## src/sv/ucs_pkg.sv

```systemverilog
// Shared types, constants and per-byte helper functions for the URI component splitter.
package ucs_pkg;

   localparam int unsigned MAX_LEN = 4096;
   localparam int unsigned POS_W   = 13;
   localparam int unsigned VAL_W   = 17;

   localparam logic [POS_W-1:0] MAX_POS  = POS_W'(MAX_LEN);
   localparam logic [VAL_W-1:0] VAL_SAT  = VAL_W'(65536);
   localparam logic [VAL_W-1:0] VAL_MAXP = VAL_W'(16'hFFFF);

   localparam logic [7:0] CH_QUERY = 8'h3F;
   localparam logic [7:0] CH_SLASH = 8'h2F;
   localparam logic [7:0] CH_COLON = 8'h3A;
   localparam logic [7:0] CH_PLUS  = 8'h2B;
   localparam logic [7:0] CH_MINUS = 8'h2D;
   localparam logic [7:0] CH_ZERO  = 8'h30;
   localparam logic [7:0] CH_NINE  = 8'h39;
   localparam logic [7:0] CH_SPACE = 8'h20;
   localparam logic [7:0] CH_TAB   = 8'h09;
   localparam logic [7:0] CH_CR    = 8'h0D;

   typedef enum logic [2:0] {
      PH_EMPTY  = 3'd0,
      PH_SPACE  = 3'd1,
      PH_PLUS   = 3'd2,
      PH_MINUS  = 3'd3,
      PH_DIG    = 3'd4,
      PH_NEGDIG = 3'd5,
      PH_ERR    = 3'd6
   } port_phase_type;

   // One reading of the authority: either from offset zero or past "scheme://".
   typedef struct packed {
      logic             slash_found;
      logic [POS_W-1:0] slash_at;
      logic             colon_found;
      logic [POS_W-1:0] colon_at;
      logic [VAL_W-1:0] port_value;
      port_phase_type   port_phase;
   } reading_type;

   localparam reading_type READING_RESET = '{
      slash_found: 1'b0, slash_at: '0, colon_found: 1'b0, colon_at: '0,
      port_value: '0, port_phase: PH_EMPTY
   };

   // Result packed from the lowest bit up: uri_valid, has_scheme, scheme_end,
   // host_start, host_end, has_port, port_number, path_start, query_start,
   // uri_length, zero padding.
   typedef struct packed {
      logic [6:0]       pad;
      logic [POS_W-1:0] uri_length;
      logic [POS_W-1:0] query_start;
      logic [POS_W-1:0] path_start;
      logic [15:0]      port_number;
      logic             has_port;
      logic [POS_W-1:0] host_end;
      logic [POS_W-1:0] host_start;
      logic [POS_W-1:0] scheme_end;
      logic             has_scheme;
      logic             uri_valid;
   } result_type;

   function automatic logic is_space(input logic [7:0] b);
      return (b == CH_SPACE) || ((b >= CH_TAB) && (b <= CH_CR));
   endfunction

   // Feeds one byte of port text, following integer parsing with optional
   // leading whitespace and sign.
   function automatic reading_type port_feed(input reading_type rd, input logic [7:0] b);
      reading_type      r;
      logic [19:0]      prod;
      logic [VAL_W-1:0] digit;
      r     = rd;
      digit = VAL_W'(b - CH_ZERO);
      prod  = 20'({3'b000, rd.port_value} * 20'd10) + 20'(digit);
      if (rd.port_phase != PH_ERR) begin
         if ((b >= CH_ZERO) && (b <= CH_NINE)) begin
            if ((rd.port_phase == PH_DIG) || (rd.port_phase == PH_NEGDIG)) begin
               r.port_value = (prod > 20'(VAL_SAT)) ? VAL_SAT : prod[VAL_W-1:0];
            end else begin
               r.port_value = digit;
               r.port_phase = (rd.port_phase == PH_MINUS) ? PH_NEGDIG : PH_DIG;
            end
         end else if (is_space(b)) begin
            r.port_phase = ((rd.port_phase == PH_EMPTY) || (rd.port_phase == PH_SPACE)) ?
                           PH_SPACE : PH_ERR;
         end else if ((b == CH_PLUS) || (b == CH_MINUS)) begin
            if ((rd.port_phase == PH_EMPTY) || (rd.port_phase == PH_SPACE)) begin
               r.port_phase = (b == CH_PLUS) ? PH_PLUS : PH_MINUS;
            end else begin
               r.port_phase = PH_ERR;
            end
         end else begin
            r.port_phase = PH_ERR;
         end
      end
      return r;
   endfunction

   // One byte of host, port or path text for one reading, before the query.
   function automatic reading_type track(input reading_type rd, input logic [7:0] b,
                                         input logic [POS_W-1:0] p);
      reading_type r;
      r = rd;
      if (!rd.slash_found) begin
         if (b == CH_SLASH) begin
            r.slash_found = 1'b1;
            r.slash_at    = p;
         end else if (!rd.colon_found) begin
            if (b == CH_COLON) begin
               r.colon_found = 1'b1;
               r.colon_at    = p;
            end
         end else begin
            r = port_feed(rd, b);
         end
      end
      return r;
   endfunction

endpackage

```

## src/sv/uri_component_splitter.sv

```systemverilog
// Top level of the URI component splitter: byte stream in, component boundaries out.
//
// The request channel (req_) carries one nonzero URI byte per request in
// req_tdata, with req_tlast marking the final byte of a URI. For each URI one
// result leaves on the rsp_ channel after its last byte: the validity flag,
// scheme, host, port, path and query boundaries, the port value and the length.
// A byte is registered on acceptance and folded into the parse state as it
// leaves that register; the result register is loaded in that same cycle, so a
// result is offered once its last byte is folded in. One byte is accepted in every
// cycle unless a last byte waits for the result register. A stalled result holds
// in its register while bytes of the next URI keep flowing; only a second last
// byte waits until the result is taken. Bytes past 4096 are counted as overflow
// and make the result invalid. Synchronous reset empties both registers and
// returns the parse state to the start of a URI; no clearing pass is needed.
module uri_component_splitter
   import ucs_pkg::*;
(
   input  logic         clock,
   input  logic         reset,
   input  logic         req_tvalid,
   output logic         req_tready,
   input  logic [7:0]   req_tdata,   // char_byte
   input  logic         req_tlast,   // last_byte
   output logic         rsp_tvalid,
   input  logic         rsp_tready,
   output logic [103:0] rsp_tdata    // uri_valid, has_scheme, scheme_end, host_start,
                                     // host_end, has_port, port_number, path_start,
                                     // query_start, uri_length, zero padding
);

   logic             in_valid_ff, in_valid_in;
   logic [7:0]       in_char_ff;
   logic             in_last_ff;
   logic             rsp_valid_ff, rsp_valid_in;
   result_type       rsp_data_ff, rsp_data_in;

   logic [POS_W-1:0] position_ff, position_in;
   logic             too_long_ff, too_long_in;
   logic             query_seen_ff, query_seen_in;
   logic [POS_W-1:0] query_offset_ff, query_offset_in;
   logic             colon_seen_ff, colon_seen_in;
   logic [POS_W-1:0] colon_offset_ff, colon_offset_in;
   logic [1:0]       slash_count_ff, slash_count_in;
   logic             scheme_dropped_ff, scheme_dropped_in;
   reading_type      plain_ff, plain_in;
   reading_type      schemed_ff, schemed_in;

   logic             advance;
   logic             out_free;

   logic [POS_W-1:0] u_position;
   logic             u_too_long;
   logic             u_query_seen;
   logic [POS_W-1:0] u_query_offset;
   logic             u_colon_seen;
   logic [POS_W-1:0] u_colon_offset;
   logic [1:0]       u_slash_count;
   logic             u_dropped;
   reading_type      u_plain;
   reading_type      u_schemed;

   logic             sch;
   reading_type      sel;
   logic [POS_W-1:0] qs, ps, he;
   logic             ok;

   assign out_free   = !rsp_valid_ff || rsp_tready;
   assign advance    = in_valid_ff && (!in_last_ff || out_free);
   assign req_tready = !in_valid_ff || advance;
   assign rsp_tvalid = rsp_valid_ff;
   assign rsp_tdata  = rsp_data_ff;

   // Fold the registered byte into the parse state.
   always_comb begin
      u_position     = position_ff;
      u_too_long     = too_long_ff;
      u_query_seen   = query_seen_ff;
      u_query_offset = query_offset_ff;
      u_colon_seen   = colon_seen_ff;
      u_colon_offset = colon_offset_ff;
      u_slash_count  = slash_count_ff;
      u_dropped      = scheme_dropped_ff;
      u_plain        = plain_ff;
      u_schemed      = schemed_ff;
      if (position_ff >= MAX_POS) begin
         u_too_long = 1'b1;
      end else begin
         u_position = position_ff + POS_W'(1);
         if (colon_seen_ff && !scheme_dropped_ff && (slash_count_ff != 2'd3)) begin
            if (slash_count_ff != 2'd2) begin
               if (in_char_ff == CH_SLASH) begin
                  u_slash_count = slash_count_ff + 2'd1;
               end else begin
                  u_dropped = 1'b1;
               end
            end else begin
               u_slash_count = 2'd3;
            end
         end
         if (!query_seen_ff) begin
            if (in_char_ff == CH_QUERY) begin
               u_query_seen   = 1'b1;
               u_query_offset = position_ff;
            end else begin
               if ((in_char_ff == CH_COLON) && !colon_seen_ff) begin
                  u_colon_seen   = 1'b1;
                  u_colon_offset = position_ff;
               end
               u_plain = track(plain_ff, in_char_ff, position_ff);
               if (u_colon_seen && !u_dropped && (u_slash_count == 2'd3)) begin
                  u_schemed = track(schemed_ff, in_char_ff, position_ff);
               end
            end
         end
      end
   end

   // Result from the state that includes the final byte.
   always_comb begin
      sch = u_colon_seen && !u_dropped && (u_slash_count == 2'd3);
      sel = sch ? u_schemed : u_plain;
      qs  = u_query_seen ? u_query_offset : u_position;
      ps  = sel.slash_found ? sel.slash_at : qs;
      he  = sel.colon_found ? sel.colon_at : ps;
      case (sel.port_phase)
         PH_EMPTY:  ok = 1'b1;
         PH_DIG:    ok = (sel.port_value <= VAL_MAXP);
         PH_NEGDIG: ok = (sel.port_value == '0);
         default:   ok = 1'b0;
      endcase
      rsp_data_in = '0;
      if (u_too_long) begin
         rsp_data_in.uri_length = MAX_POS;
      end else begin
         rsp_data_in.uri_valid   = ok;
         rsp_data_in.has_scheme  = sch;
         rsp_data_in.scheme_end  = sch ? u_colon_offset : '0;
         rsp_data_in.host_start  = sch ? (u_colon_offset + POS_W'(3)) : '0;
         rsp_data_in.host_end    = he;
         rsp_data_in.has_port    = sel.colon_found;
         rsp_data_in.port_number = (ok && (sel.port_phase != PH_EMPTY)) ?
                                   sel.port_value[15:0] : 16'd0;
         rsp_data_in.path_start  = ps;
         rsp_data_in.query_start = qs;
         rsp_data_in.uri_length  = u_position;
      end
   end

   always_comb begin
      in_valid_in = req_tready ? req_tvalid : in_valid_ff;
      if (advance && in_last_ff) begin
         rsp_valid_in = 1'b1;
      end else if (rsp_tready) begin
         rsp_valid_in = 1'b0;
      end else begin
         rsp_valid_in = rsp_valid_ff;
      end
      position_in       = position_ff;
      too_long_in       = too_long_ff;
      query_seen_in     = query_seen_ff;
      query_offset_in   = query_offset_ff;
      colon_seen_in     = colon_seen_ff;
      colon_offset_in   = colon_offset_ff;
      slash_count_in    = slash_count_ff;
      scheme_dropped_in = scheme_dropped_ff;
      plain_in          = plain_ff;
      schemed_in        = schemed_ff;
      if (advance) begin
         if (in_last_ff) begin
            position_in       = '0;
            too_long_in       = 1'b0;
            query_seen_in     = 1'b0;
            query_offset_in   = '0;
            colon_seen_in     = 1'b0;
            colon_offset_in   = '0;
            slash_count_in    = 2'd0;
            scheme_dropped_in = 1'b0;
            plain_in          = READING_RESET;
            schemed_in        = READING_RESET;
         end else begin
            position_in       = u_position;
            too_long_in       = u_too_long;
            query_seen_in     = u_query_seen;
            query_offset_in   = u_query_offset;
            colon_seen_in     = u_colon_seen;
            colon_offset_in   = u_colon_offset;
            slash_count_in    = u_slash_count;
            scheme_dropped_in = u_dropped;
            plain_in          = u_plain;
            schemed_in        = u_schemed;
         end
      end
   end

   always_ff @(posedge clock) begin
      if (reset) begin
         in_valid_ff       <= 1'b0;
         rsp_valid_ff      <= 1'b0;
         position_ff       <= '0;
         too_long_ff       <= 1'b0;
         query_seen_ff     <= 1'b0;
         query_offset_ff   <= '0;
         colon_seen_ff     <= 1'b0;
         colon_offset_ff   <= '0;
         slash_count_ff    <= 2'd0;
         scheme_dropped_ff <= 1'b0;
         plain_ff          <= READING_RESET;
         schemed_ff        <= READING_RESET;
      end else begin
         in_valid_ff       <= in_valid_in;
         rsp_valid_ff      <= rsp_valid_in;
         position_ff       <= position_in;
         too_long_ff       <= too_long_in;
         query_seen_ff     <= query_seen_in;
         query_offset_ff   <= query_offset_in;
         colon_seen_ff     <= colon_seen_in;
         colon_offset_ff   <= colon_offset_in;
         slash_count_ff    <= slash_count_in;
         scheme_dropped_ff <= scheme_dropped_in;
         plain_ff          <= plain_in;
         schemed_ff        <= schemed_in;
      end
   end

   always_ff @(posedge clock) begin
      if (req_tready && req_tvalid) begin
         in_char_ff <= req_tdata;
         in_last_ff <= req_tlast;
      end
      if (advance && in_last_ff) begin
         rsp_data_ff <= rsp_data_in;
      end
   end

endmodule
```

## config.mk

```make
export PLATFORM = sky130hd
export DESIGN_NAME = uri_component_splitter
export DESIGN_NICKNAME = d
export VERILOG_FILES = /design/src/sv/ucs_pkg.sv /design/src/sv/uri_component_splitter.sv
export SDC_FILE = /design/constraint.sdc
export NUM_CORES = 1
export LEC_CHECK = 0
export ABC_CLOCK_PERIOD_IN_PS = 15550
export BUFFER_PORTS_ARGS = -buffer_cell sky130_fd_sc_hd__buf_2
export CORE_ASPECT_RATIO = 1.2
export CORE_MARGIN = 2
export CORE_UTILIZATION = 35
export CTS_CLUSTER_SIZE = 10
export DETAILED_ROUTE_END_ITERATION = 16
export PLACE_DENSITY = 0.52
export SLEW_MARGIN = 20
export SYNTH_ARGS = -nofsm -noshare
export SYNTH_HDL_FRONTEND = slang
export SYNTH_SLANG_ARGS = --single-unit
```

## constraint.sdc

```tcl
create_clock -name clock -period 15.55 [get_ports clock]
set_input_delay 0.7775 -clock clock [delete_from_list [all_inputs] [get_ports clock]]
set_output_delay 0.7775 -clock clock [all_outputs]
set_load 0.02 [all_outputs]
```

* After elaboration in Yosys (flattened, before gate mapping) *
Index checks and enable logic that the tools add are counted.

operators by class
  add/subtract/negate cells = 6
  multiply operators = 2
  magnitude comparators = 8
  eq/ne operators = 22
  muxes and demuxes = 88
  bitwise logic cells = 2
  reduce and logical (&&, ||, !) cells = 37

operators with widths
  cell                                                                                number
  48-bit two-way mux                                                                  12
  13-bit two-way mux                                                                  14
  17-bit two-way mux                                                                  6
  14-bit two-way mux                                                                  6
  20-bit two-way mux                                                                  4
  34-bit two-way mux                                                                  2
  8-bit by 6-bit equality test with 1-bit output, second input constant               6
  20-bit by 17-bit adder with 20-bit output                                           2
  20-bit by 17-bit > comparator with 1-bit output, second input constant              2
  17-bit by 3-bit multiplier with 19-bit output, second input constant                2
  3-bit two-way mux                                                                   12
  1-bit two-way mux                                                                   25
  3-bit equality test, second input constant                                          6
  17-bit by 16-bit less-or-equal comparator with 1-bit output, second input constant  1
  17-bit logical NOT                                                                  1
  13-bit by 1-bit adder with 13-bit output, second input constant                     1
  13-bit by 2-bit adder with 13-bit output, second input constant                     1
  13-bit >= comparator, second input constant                                         1
  1-bit logical AND                                                                   13
  2-bit two-way mux                                                                   6
  3-bit logical NOT                                                                   3
  1-bit logical OR                                                                    9
  8-bit by 6-bit subtractor with 9-bit output, second input constant                  1
  8-bit by 4-bit >= comparator with 1-bit output, second input constant               1
  15 further kinds                                                                    28

storage, ports and cells
  register bits = 249
  input bits = 13
  output and inout port bits = 106
  word-level logic and storage cells = 199

* Depth between registers and ports, before layout *
Gate-level depths: netlist (run 1).

  depth in word-level cells = 20
  depth in mapped cells = 25
  mapped depth without buffers = 23

* Least setup slack after synthesis (run 1) *
No wires, ideal clock.

  path kind = reg-to-reg
  start = register in_char_ff[5]
  end = register rsp_data_ff (netlist bit rsp_tdata[55]), data pin
  library setup time = 0.268 ns
  arrival = 4.958 ns
  data required time = 15.282 ns
  path slack = 10.324 ns
  stages on the path, launching flop included = 17
  buffers on the path = 2
  period minus slack after synthesis = 5.226 ns
  cells stage by stage = edfxtp_1 -> ha_1 -> buf_2 -> nor3_1 -> ha_1 -> clkbuf_2 -> and3_1 -> o211a_1 -> or4_4 -> a2111oi_2 -> and4_1 -> o32ai_2 -> a21oi_4 -> a221o_2 -> o22ai_2 -> a41oi_4 -> nor4_2

between the ends
  word-level cells in the longest chain between the ends = 20
  elaborated cells on any way between the ends = 86
  those cells by class = add/sub (3); order compare (7); eq/ne (10); mux (49); bitwise (1); reduce/logical (16)

RTL lines
  what                                                                                                                  line                                         text
  start, declared                                                                                                       uri_component_splitter.sv:32                 logic [7:0] in_char_ff;
  start signal, assigned                                                                                                uri_component_splitter.sv:227                in_char_ff <= req_tdata;
  8-bit by 6-bit subtractor with 9-bit output / 8-bit by 6-bit equality test with 1-bit output (equally long branches)  ucs_pkg.sv:76, ucs_pkg.sv:89, ucs_pkg.sv:91
  20-bit by 17-bit adder with 20-bit output / 1-bit two-way mux (equally long branches)                                 ucs_pkg.sv:77, ucs_pkg.sv:91
  20-bit by 17-bit > comparator with 1-bit output / 3-bit two-way mux (equally long branches)                           ucs_pkg.sv:81, ucs_pkg.sv:90
  17-bit two-way mux / 3-bit two-way mux (equally long branches)                                                        ucs_pkg.sv:81, ucs_pkg.sv:89
  17-bit two-way mux / 3-bit two-way mux (equally long branches)                                                        ucs_pkg.sv:80, ucs_pkg.sv:86
  17-bit two-way mux / 3-bit two-way mux (equally long branches)                                                        ucs_pkg.sv:79                                if ((b >= CH_ZERO) && (b <= CH_NINE)) begin
  20-bit two-way mux                                                                                                    ucs_pkg.sv:78                                if (rd.port_phase != PH_ERR) begin
  20-bit two-way mux                                                                                                    ucs_pkg.sv:111                               end else if (!rd.colon_found) begin
  [... 4 more ...]                                                                                                      n/a
  48-bit two-way mux                                                                                                    uri_component_splitter.sv:100                if (!query_seen_ff) begin
  48-bit two-way mux                                                                                                    uri_component_splitter.sv:85                 if (position_ff >= MAX_POS) begin
  48-bit two-way mux *                                                                                                  uri_component_splitter.sv:121                sel = sch ? u_schemed : u_plain;
  17-bit by 16-bit less-or-equal comparator with 1-bit output (tied with other cells)                                   uri_component_splitter.sv:127                PH_DIG: ok = (sel.port_value <= VAL_MAXP);
  1-bit case mux with 3 select lines                                                                                    uri_component_splitter.sv:125                case (sel.port_phase)
  1-bit logical AND                                                                                                     uri_component_splitter.sv:141                rsp_data_in.port_number = (ok && (sel.port_phase != PH_EMPTY)) ?
  1-bit NOT (no source line)                                                                                            n/a
  2-bit OR reduction (no source line)                                                                                   n/a
  end signal, assigned                                                                                                  uri_component_splitter.sv:231                rsp_data_ff <= rsp_data_in;
  end, declared                                                                                                         uri_component_splitter.sv:35                 result_type rsp_data_ff, rsp_data_in;

Every way passes the cells marked *; elsewhere a longest branch is shown, timed or not. The select of a mux whose other input is x is not followed.
A chain may end at the register's enable or synchronous reset.

* Worst setup path after layout (run 1) *
  start = register plain_ff[7] (netlist bit)
  end = register rsp_data_ff (netlist bit rsp_tdata[47]), data pin

between the ends
  word-level cells in the longest chain between the ends = 19
  elaborated cells on any way between the ends = 20
  those cells by class = add/sub (1); mul (1); order compare (2); mux (12); bitwise (1); reduce/logical (3)

RTL lines
  what                                                                                                      line                                                          text
  start, declared                                                                                           uri_component_splitter.sv:45                                  reading_type plain_ff, plain_in;
  start signal, assigned                                                                                    uri_component_splitter.sv:220                                 plain_ff <= plain_in;
  17-bit by 3-bit multiplier with 19-bit output                                                             ucs_pkg.sv:77                                                 prod = 20'({3'b000, rd.port_value} * 20'd10) + 20'(digit);
  20-bit by 17-bit adder with 20-bit output                                                                 ucs_pkg.sv:77
  20-bit by 17-bit > comparator with 1-bit output                                                           ucs_pkg.sv:81                                                 r.port_value = (prod > 20'(VAL_SAT)) ? VAL_SAT : prod[VAL_W-1:0];
  17-bit two-way mux                                                                                        ucs_pkg.sv:81
  17-bit two-way mux                                                                                        ucs_pkg.sv:80                                                 if ((rd.port_phase == PH_DIG) || (rd.port_phase == PH_NEGDIG)) begin
  17-bit two-way mux                                                                                        ucs_pkg.sv:79
  20-bit two-way mux                                                                                        ucs_pkg.sv:78
  20-bit two-way mux                                                                                        ucs_pkg.sv:111
  [... 3 more ...]                                                                                          n/a
  48-bit two-way mux                                                                                        uri_component_splitter.sv:100
  48-bit two-way mux *                                                                                      uri_component_splitter.sv:85
  48-bit two-way mux *                                                                                      uri_component_splitter.sv:121
  17-bit by 16-bit less-or-equal comparator with 1-bit output / 17-bit logical NOT (equally long branches)  uri_component_splitter.sv:127, uri_component_splitter.sv:128
  1-bit case mux with 3 select lines                                                                        uri_component_splitter.sv:125
  1-bit logical AND                                                                                         uri_component_splitter.sv:141
  1-bit NOT (no source line)                                                                                n/a
  2-bit OR reduction (no source line)                                                                       n/a

Every way passes the cells marked *; elsewhere a longest branch is shown, timed or not.

==> flow_metrics.py, run 1 <==
metrics = {
    "sta": {
        "slew_headroom_pct": 21.90,
        "fin_setup_tns_ps": 0,
        "period_minus_slack_ps": 6168,
        "slew_violations": 0,
        "fmax_mhz": 162.1,
        "rsz0062_at_grt": "false",
        "worst_slew_pin_slew_ps": 1167,
        "fin_crit_sh_pct": 39.67,
        "fin_skew_ps": 25.82,
        "final_hold_viol_count": 0,
        "finalSetupViolations": 0,
    },
    "yosys": {
        "synth_top_family_by_area": "compound AO/OA/AOI/OAI gates",
        "synth-simple-area-share_pct": 19.82,
        "synth_seq_area_share_pct": 37.33,
        "synth_edf_count": 106,
        "postSynthAreaPerCell_um2": 8.559,
        "yosys_register_bits": 249,
        "syn_inst": 1892,
        "syn_area_um2": 16190,
        "async_reset_ff_share_pct": 0,
        "synth_ff_type": "dfxtp_1",
        "synth-adder-area-share_pct": 8.221,
        "synthXorXnorAreaFrac_pct": 4.489,
        "synth.mux.area_fraction_pct": 1.754,
        "synth-compound-area-share_pct": 24.03,
        "ys_types": 106,
        "synth_warnings": 0,
    },
    "global_routing": {
        "use_met1_pct": 25.76,
        "overflow": 0,
        "grt_pass1_wl_mm": 81.34,
        "grtUsageTotal_pct": 21.18,
        "use_met3_pct": 2.435,
        "grt_max_degree": 85,
        "grt_pass1_vias": 14354,
        "use_met2_pct": 37.89,
        "top_usage_layer": "met2",
        "antenna_found_initial": 0,
    },
    "finish": {
        "syn2layout_area_growth_pct": 11.56,
        "diodes": 0,
        "fin_area_um2": 18070,
        "layout-drive-gt1-share_pct": 12.60,
        "layout_commonest_cell": "nor2_1",
        "nets": 2046,
        "mostFrequentLayoutCells": "nor2_1 (316), a21oi_1 (150), nand2_1 (144)",
    },
    "floorplan": {
        "start_util_pct": 35.33,
        "placementRows": 86,
        "ios": 119,
        "die_area_um2": 48010,
        "core_um2": 45840,
        "dieWidth_um": 200.4,
        "die_y_um": 239.6,
    },
    "hold_path": {
        "hold_path_class": "in -> reg",
    },
    "placement": {
        "dp_hpwl_mm": 37.81,
        "placed_area_um2": 17150,
        "numPortBuffers": 111,
        "gp_congestion": 0.9095,
    },
    "clock_tree": {
        "numCtsBuffers": 31,
        "clk_latency_ps": 580,
        "post-cts-setup-buffer-count": 0,
        "clockBufferDepth": 3,
        "cts_tree": "built",
        "htreeDepth": 1,
        "clk_pin_slew_worst_paths_ps": 60,
        "post_cts_resized": 0,
        "clockRootBuffer": "clkbuf_16",
        "cts_hold_buf": 0,
        "cts_sinks": 249,
    },
    "critical_path": {
        "crit_path_end": "rsp_tdata[47]",
        "startpoint_type": "flip-flop",
        "r2r-end": "rsp_tdata[47]",
        "worstPathCellList": "ha_1 -> ha_1 -> and2_1 -> a221oi_2 -> nand2_1 -> a21o_1 -> a21oi_1 -> xnor2_1 -> ha_1 -> a21oi_1 -> nand4b_1 -> a31oi_1 -> a311o_1 -> nor4b_1 -> nand4_1 -> a21oi_2 -> nand2_1 -> o31ai_4 -> o22ai_2 -> a41oi_4 -> nor3_1",
        "crit_fanout": 13,
        "max_stage_delay_ps": 570,
        "ff2ff_setup_slack_ps": 9380,
        "path_class": "reg -> reg",
        "crit_path_start": "plain_ff[7]",
        "rr_worst_depth": 21,
        "critical_path_arrival_ps": 6480,
        "timing.rr.start": "plain_ff[7]",
        "endpoint_kind": "flip-flop",
        "cp_slowest_cell": "a21oi_2",
        "cp.required_ps": 15860,
        "cp_common_cell": "ha_1",
    },
    "route": {
        "vias": 14685,
        "avgViaCountPerCell": 5.718,
        "drt-total-wl_mm": 52.05,
        "drt_iter0_markers": 1146,
        "avgRoutedWirePerCell_um": 20.27,
        "postRouteAntennaNets": 0,
        "remaining_drc_errors": 0,
        "drtPass1Iterations": 6,
    },
    "run_status": {
        "status": "complete, no violations",
    },
    "power_and_ir_drop": {
        "p_per_area_nw_per_um2": 79.44,
        "vdd_drop_max_uv": 91.43,
        "leakage_nw": 7.197,
    },
    "flow_run": {
        "max-cap-violations": 0,
    },
}
==> worst max-delay path, delay by kind of cell (launching register included) <==
family                     cells  cell delay, ps
DFF                            1             440
adders and majority gates      3            1000
and+or+nand+nor                7            1460
AOI/OAI and AO/OA             10            2900
xor gates and xnor gates       1             100
==> synth_stat cells (30+ instances only) <==
library cell  instances  share of area (%)
a21oi_1             152                4.7
nor3_1               47                1.5
xnor2_1              53                2.9
edfxtp_1            106                 20
xor2_1               30                1.6
inv_1                38               0.88
dfxtp_1             143                 18
o21ai_0              93                2.9
nor2_1              318                7.4
clkbuf_1             88                2.0
nand3_1              36                1.1
nand2_1             144                3.3
ha_1                100                7.7
a22oi_1              89                4.1
==> layout make-up <==
| class | count | area, um^2 |
|---|---|---|
| clock buffers | 47 | 855.8 |
| clock inverters | 9 | 48.80 |
| fillers | 4764 | 27770 |
| inverters | 39 | 148.9 |
| multi-input cells | 1480 | 9510 |
| flip-flops and latches | 249 | 6046 |
| well taps | 616 | 770.7 |
| repair buffers | 128 | 685.7 |
==> worst min-delay path by stage <==
| stage | end | start | cells past startpoint |
|---|---|---|---|
| floorplan | schemed_ff[32] | schemed_ff[32] | 2 |
| global placement | query_offset_ff[12] | query_offset_ff[12] | 2 |
| detailed placement | plain_ff[32] | plain_ff[32] | 2 |
| CTS | in_char_ff[3] | req_tdata[3] | 1 |
| global route | in_char_ff[3] | req_tdata[3] | 1 |
| finish | in_char_ff[3] | req_tdata[3] | 1 |
==> through the flow <==
| stage | hold slack, ps | cells | setup slack, ps | power [mW] | util, % |
|---|---|---|---|---|---|
| floorplan | 409.3 | 1898 | 10320 | 0.7655 | - |
| global placement | 418.7 | 2512 | 9181 | 0.7937 | 37.40 |
| detailed placement | 422.2 | 2512 | 8986 | 0.7945 | 37.41 |
| CTS | 350.3 | 2568 | 8951 | 1.448 | 39.38 |
| global route | 351.4 | 2568 | 8867 | 1.482 | 39.41 |
| finish | 377.1 | 2568 | 9382 | 1.435 | 39.41 |
==> layer usage <==
metal	wire length, um	up-vias
met4	2258	0
met5	0	-
met3	2431	107
met2	25580	470
li1	-	6990
met1	21780	7118
==> report_power, final <==
part           leakage, nW  switching (mW)  total (mW)  internal (mW)
logic                 4.54          0.0651      0.0889         0.0239
clock network        0.439           0.278       0.654          0.376
registers             2.21         0.00603       0.692          0.686
==> flip-flops by register name, indices dropped and copies added, names as in the netlist, 2 cells and up <==
signal / count
colon_offset_ff: 13
in_char_ff: 8
plain_ff: 48
position_ff: 13
query_offset_ff: 13
rsp_tdata: 97
schemed_ff: 48
slash_count_ff: 2
==> cell families after synthesis <==
| group | after synthesis |
|---|---|
| fa+ha+maj | 104 |
| xor+xnor | 83 |
| mux | 27 |
| other cells | 1 |
| simple gates | 693 |
| buf+inv | 169 |
| flops | 249 |
| compound gates | 566 |
Note: power is estimated with default switching activity, not from simulation.
==> run 2, diff against run 1 <==
Settings changed: ABC_CLOCK_PERIOD_IN_PS 15550 to 6300.
Clock period 15.55 ns to 6.3 ns, I/O delays scaled along.
==> run 2 against run 1 <==
  * Hold slack got worse by 360 ps
  * Via count is 0.12% lower
  * Largest power group unchanged
  * Clock-buffer cell count down 1
  * Final cell count is 0.78% higher
  * Die area unchanged
  * Maximum frequency rose by 4.7%
  * Largest cell class unchanged
  * Global-route usage is 0.18 points higher
  * Critical endpoint is now rsp_tdata[55]
  * Total power increased to 2.5 times the previous value
  * Cell area increased by 1.4%
  * First-iteration DRC count fell by 9.2%
  * Sequential share of layout area is 0.45 points lower
==> flow_metrics.py, run 2 (synthesis results as in run 1) <==
metrics = {
    "critical_path": {
        "startpoint_type": "flip-flop",
        "r2r-end": "rsp_tdata[55]",
        "rr_worst_depth": 22,
        "cp.required_ps": 6680,
        "crit_fanout": 13,
        "crit_path_start": "plain_ff[8]",
        "cp_common_cell": "ha_1",
        "ff2ff_setup_slack_ps": 410,
        "endpoint_kind": "flip-flop",
        "path_class": "reg -> reg",
        "timing.rr.start": "plain_ff[8]",
        "worstPathCellList": "ha_1 -> ha_1 -> and2_1 -> a221oi_2 -> nand2_1 -> a21o_1 -> a21oi_1 -> xnor2_1 -> ha_1 -> nand2_1 -> o31a_1 -> o21a_1 -> a311o_1 -> nor4b_2 -> nand4_1 -> a21oi_1 -> buf_4 -> a31o_1 -> a211o_1 -> nor4_4 -> a41oi_4 -> nor4_2",
        "max_stage_delay_ps": 490,
        "cp_slowest_cell": "dfxtp_1",
        "critical_path_arrival_ps": 6270,
    },
    "placement": {
        "numPortBuffers": 111,
        "gp_congestion": 0.9145,
        "dp_slack_ps": 275.6,
        "dp_hpwl_mm": 38.18,
    },
    "finish": {
        "fillers": 4662,
        "mostFrequentLayoutCells": "nor2_1 (316), a21oi_1 (151), nand2_1 (144)",
        "layout-drive-gt1-share_pct": 13.18,
        "diodes": 0,
        "nets": 2070,
        "layout_commonest_cell": "nor2_1",
        "syn2layout_area_growth_pct": 13.10,
        "largest_reg_flops": 97,
    },
    "sta": {
        "fin_setup_tns_ps": 0,
        "slew_headroom_pct": 25.63,
        "period_minus_slack_ps": 5890,
        "fin_skew_ps": 18.09,
        "worst_slew_pin_slew_ps": 1108,
        "final_hold_viol_count": 0,
        "fin_ws_ps": 410.2,
        "rsz0062_at_grt": "false",
        "fmax_mhz": 169.8,
        "slew_violations": 0,
        "finalSetupViolations": 0,
        "fin_crit_sh_pct": 93.49,
    },
    "floorplan": {
        "placementRows": 86,
        "die_y_um": 239.6,
        "start_util_pct": 35.33,
        "die_area_um2": 48010,
        "ios": 119,
        "core_um2": 45840,
        "dieWidth_um": 200.4,
    },
    "clock_tree": {
        "clk_pin_slew_worst_paths_ps": 60,
        "cts_tree": "built",
        "htreeDepth": 1,
        "cts_sinks": 249,
        "clockRootBuffer": "clkbuf_16",
        "numCtsBuffers": 31,
        "clockBufferDepth": 3,
        "clk_latency_ps": 560,
        "post-cts-setup-buffer-count": 0,
    },
    "global_routing": {
        "grt_pass1_wl_mm": 81.66,
        "grt_pass1_vias": 14342,
        "overflow": 0,
        "antenna_found_initial": 0,
        "grtUsageTotal_pct": 21.36,
        "grt_max_degree": 87,
    },
    "run_status": {
        "status": "complete, no violations",
    },
    "power_and_ir_drop": {
        "p_per_area_nw_per_um2": 197.8,
        "vdd_drop_max_uv": 228.9,
        "leakage_nw": 7.335,
        "total_power_mw": 3.622,
    },
    "hold_path": {
        "hold_path_class": "in -> reg",
        "hold-path-cell-count": 3,
        "holdPathEnd": "in_valid_ff",
        "worstHoldStart": "req_tvalid",
    },
    "route": {
        "avgViaCountPerCell": 5.667,
        "avgRoutedWirePerCell_um": 20.34,
        "drt_iter0_markers": 1040,
        "drt-total-wl_mm": 52.65,
        "remaining_drc_errors": 0,
        "drtPass1Iterations": 7,
        "postRouteAntennaNets": 0,
        "vias": 14667,
    },
    "flow_run": {
        "max-cap-violations": 0,
    },
}
==> run 2: cell count changes in the layout (fill, tap and decap cells not counted), sizes merged <==
cell / delta
inv: -1
buf: +15
clkinvlp: -1
bufinv: +1
clkbuf: -1
clkinv: -2
dlygate4sd3: +9
==> run 2: layer usage <==
metal | vias to the layer above | global-route usage [%] | wire (um)
met1 | 7029 | 26.17 | 22050
li1 | 7034 | - | -
met2 | 485 | 37.76 | 25720
met4 | 0 | 9.832 | 2389
met5 | - | 0 | 0
met3 | 119 | 2.231 | 2493
==> run 2: worst max path at each step <==
stage | endpoint
after floorplan | rsp_tdata[55]
after global placement | rsp_tdata[55]
after detailed placement | rsp_tdata[50]
after CTS | rsp_tdata[50]
after global routing | rsp_tdata[42]
final | rsp_tdata[55]
==> run 2: cell type report <==
class	instances	area (um^2)	share of cell area [%]
inverter	39	148.9	0.8130
timing repair buffer	152	888.4	4.850
clock inverter	6	52.55	0.2869
tap	616	770.7	4.208
sequential	249	6046	33.01
multi-input combinational	1480	9514	51.95
clock buffer	46	894.6	4.885
==> run 2: power by group <==
| group | switching [mW] | internal (mW) |
|---|---|---|
| clock network | 0.680 | 1.01 |
| registers | 0.0136 | 1.69 |
| logic | 0.163 | 0.0644 |
==> run 2: through the flow <==
stage	utilization, %	instances	hold slack, ps	cell area (um^2)
floorplan	-	1898	409.3	16220
global placement	37.64	2527	418.7	17260
detailed placement	37.66	2527	422.5	17260
CTS	39.92	2588	0.3109	18300
global route	39.96	2588	20.30	18320
finish	39.96	2588	17.06	18320
==> run 2: repair_timing <==
item | in CTS | in global routing
resized for setup | 0 | 3
endpoints found under the hold margin | 9 | 0
hold buffers | 9 | 0
endpoints found under the setup margin | 0 | 10
==> run 2: worst max-delay path, delay by kind of cell (launching register included) <==
family                     cells  cell delay (ps)
DFF                            1              490
and+or+nand+nor                7             1420
buffers and inverters          1              190
adders and majority gates      3             1050
xor gates and xnor gates       1              100
AOI/OAI and AO/OA             10             2450
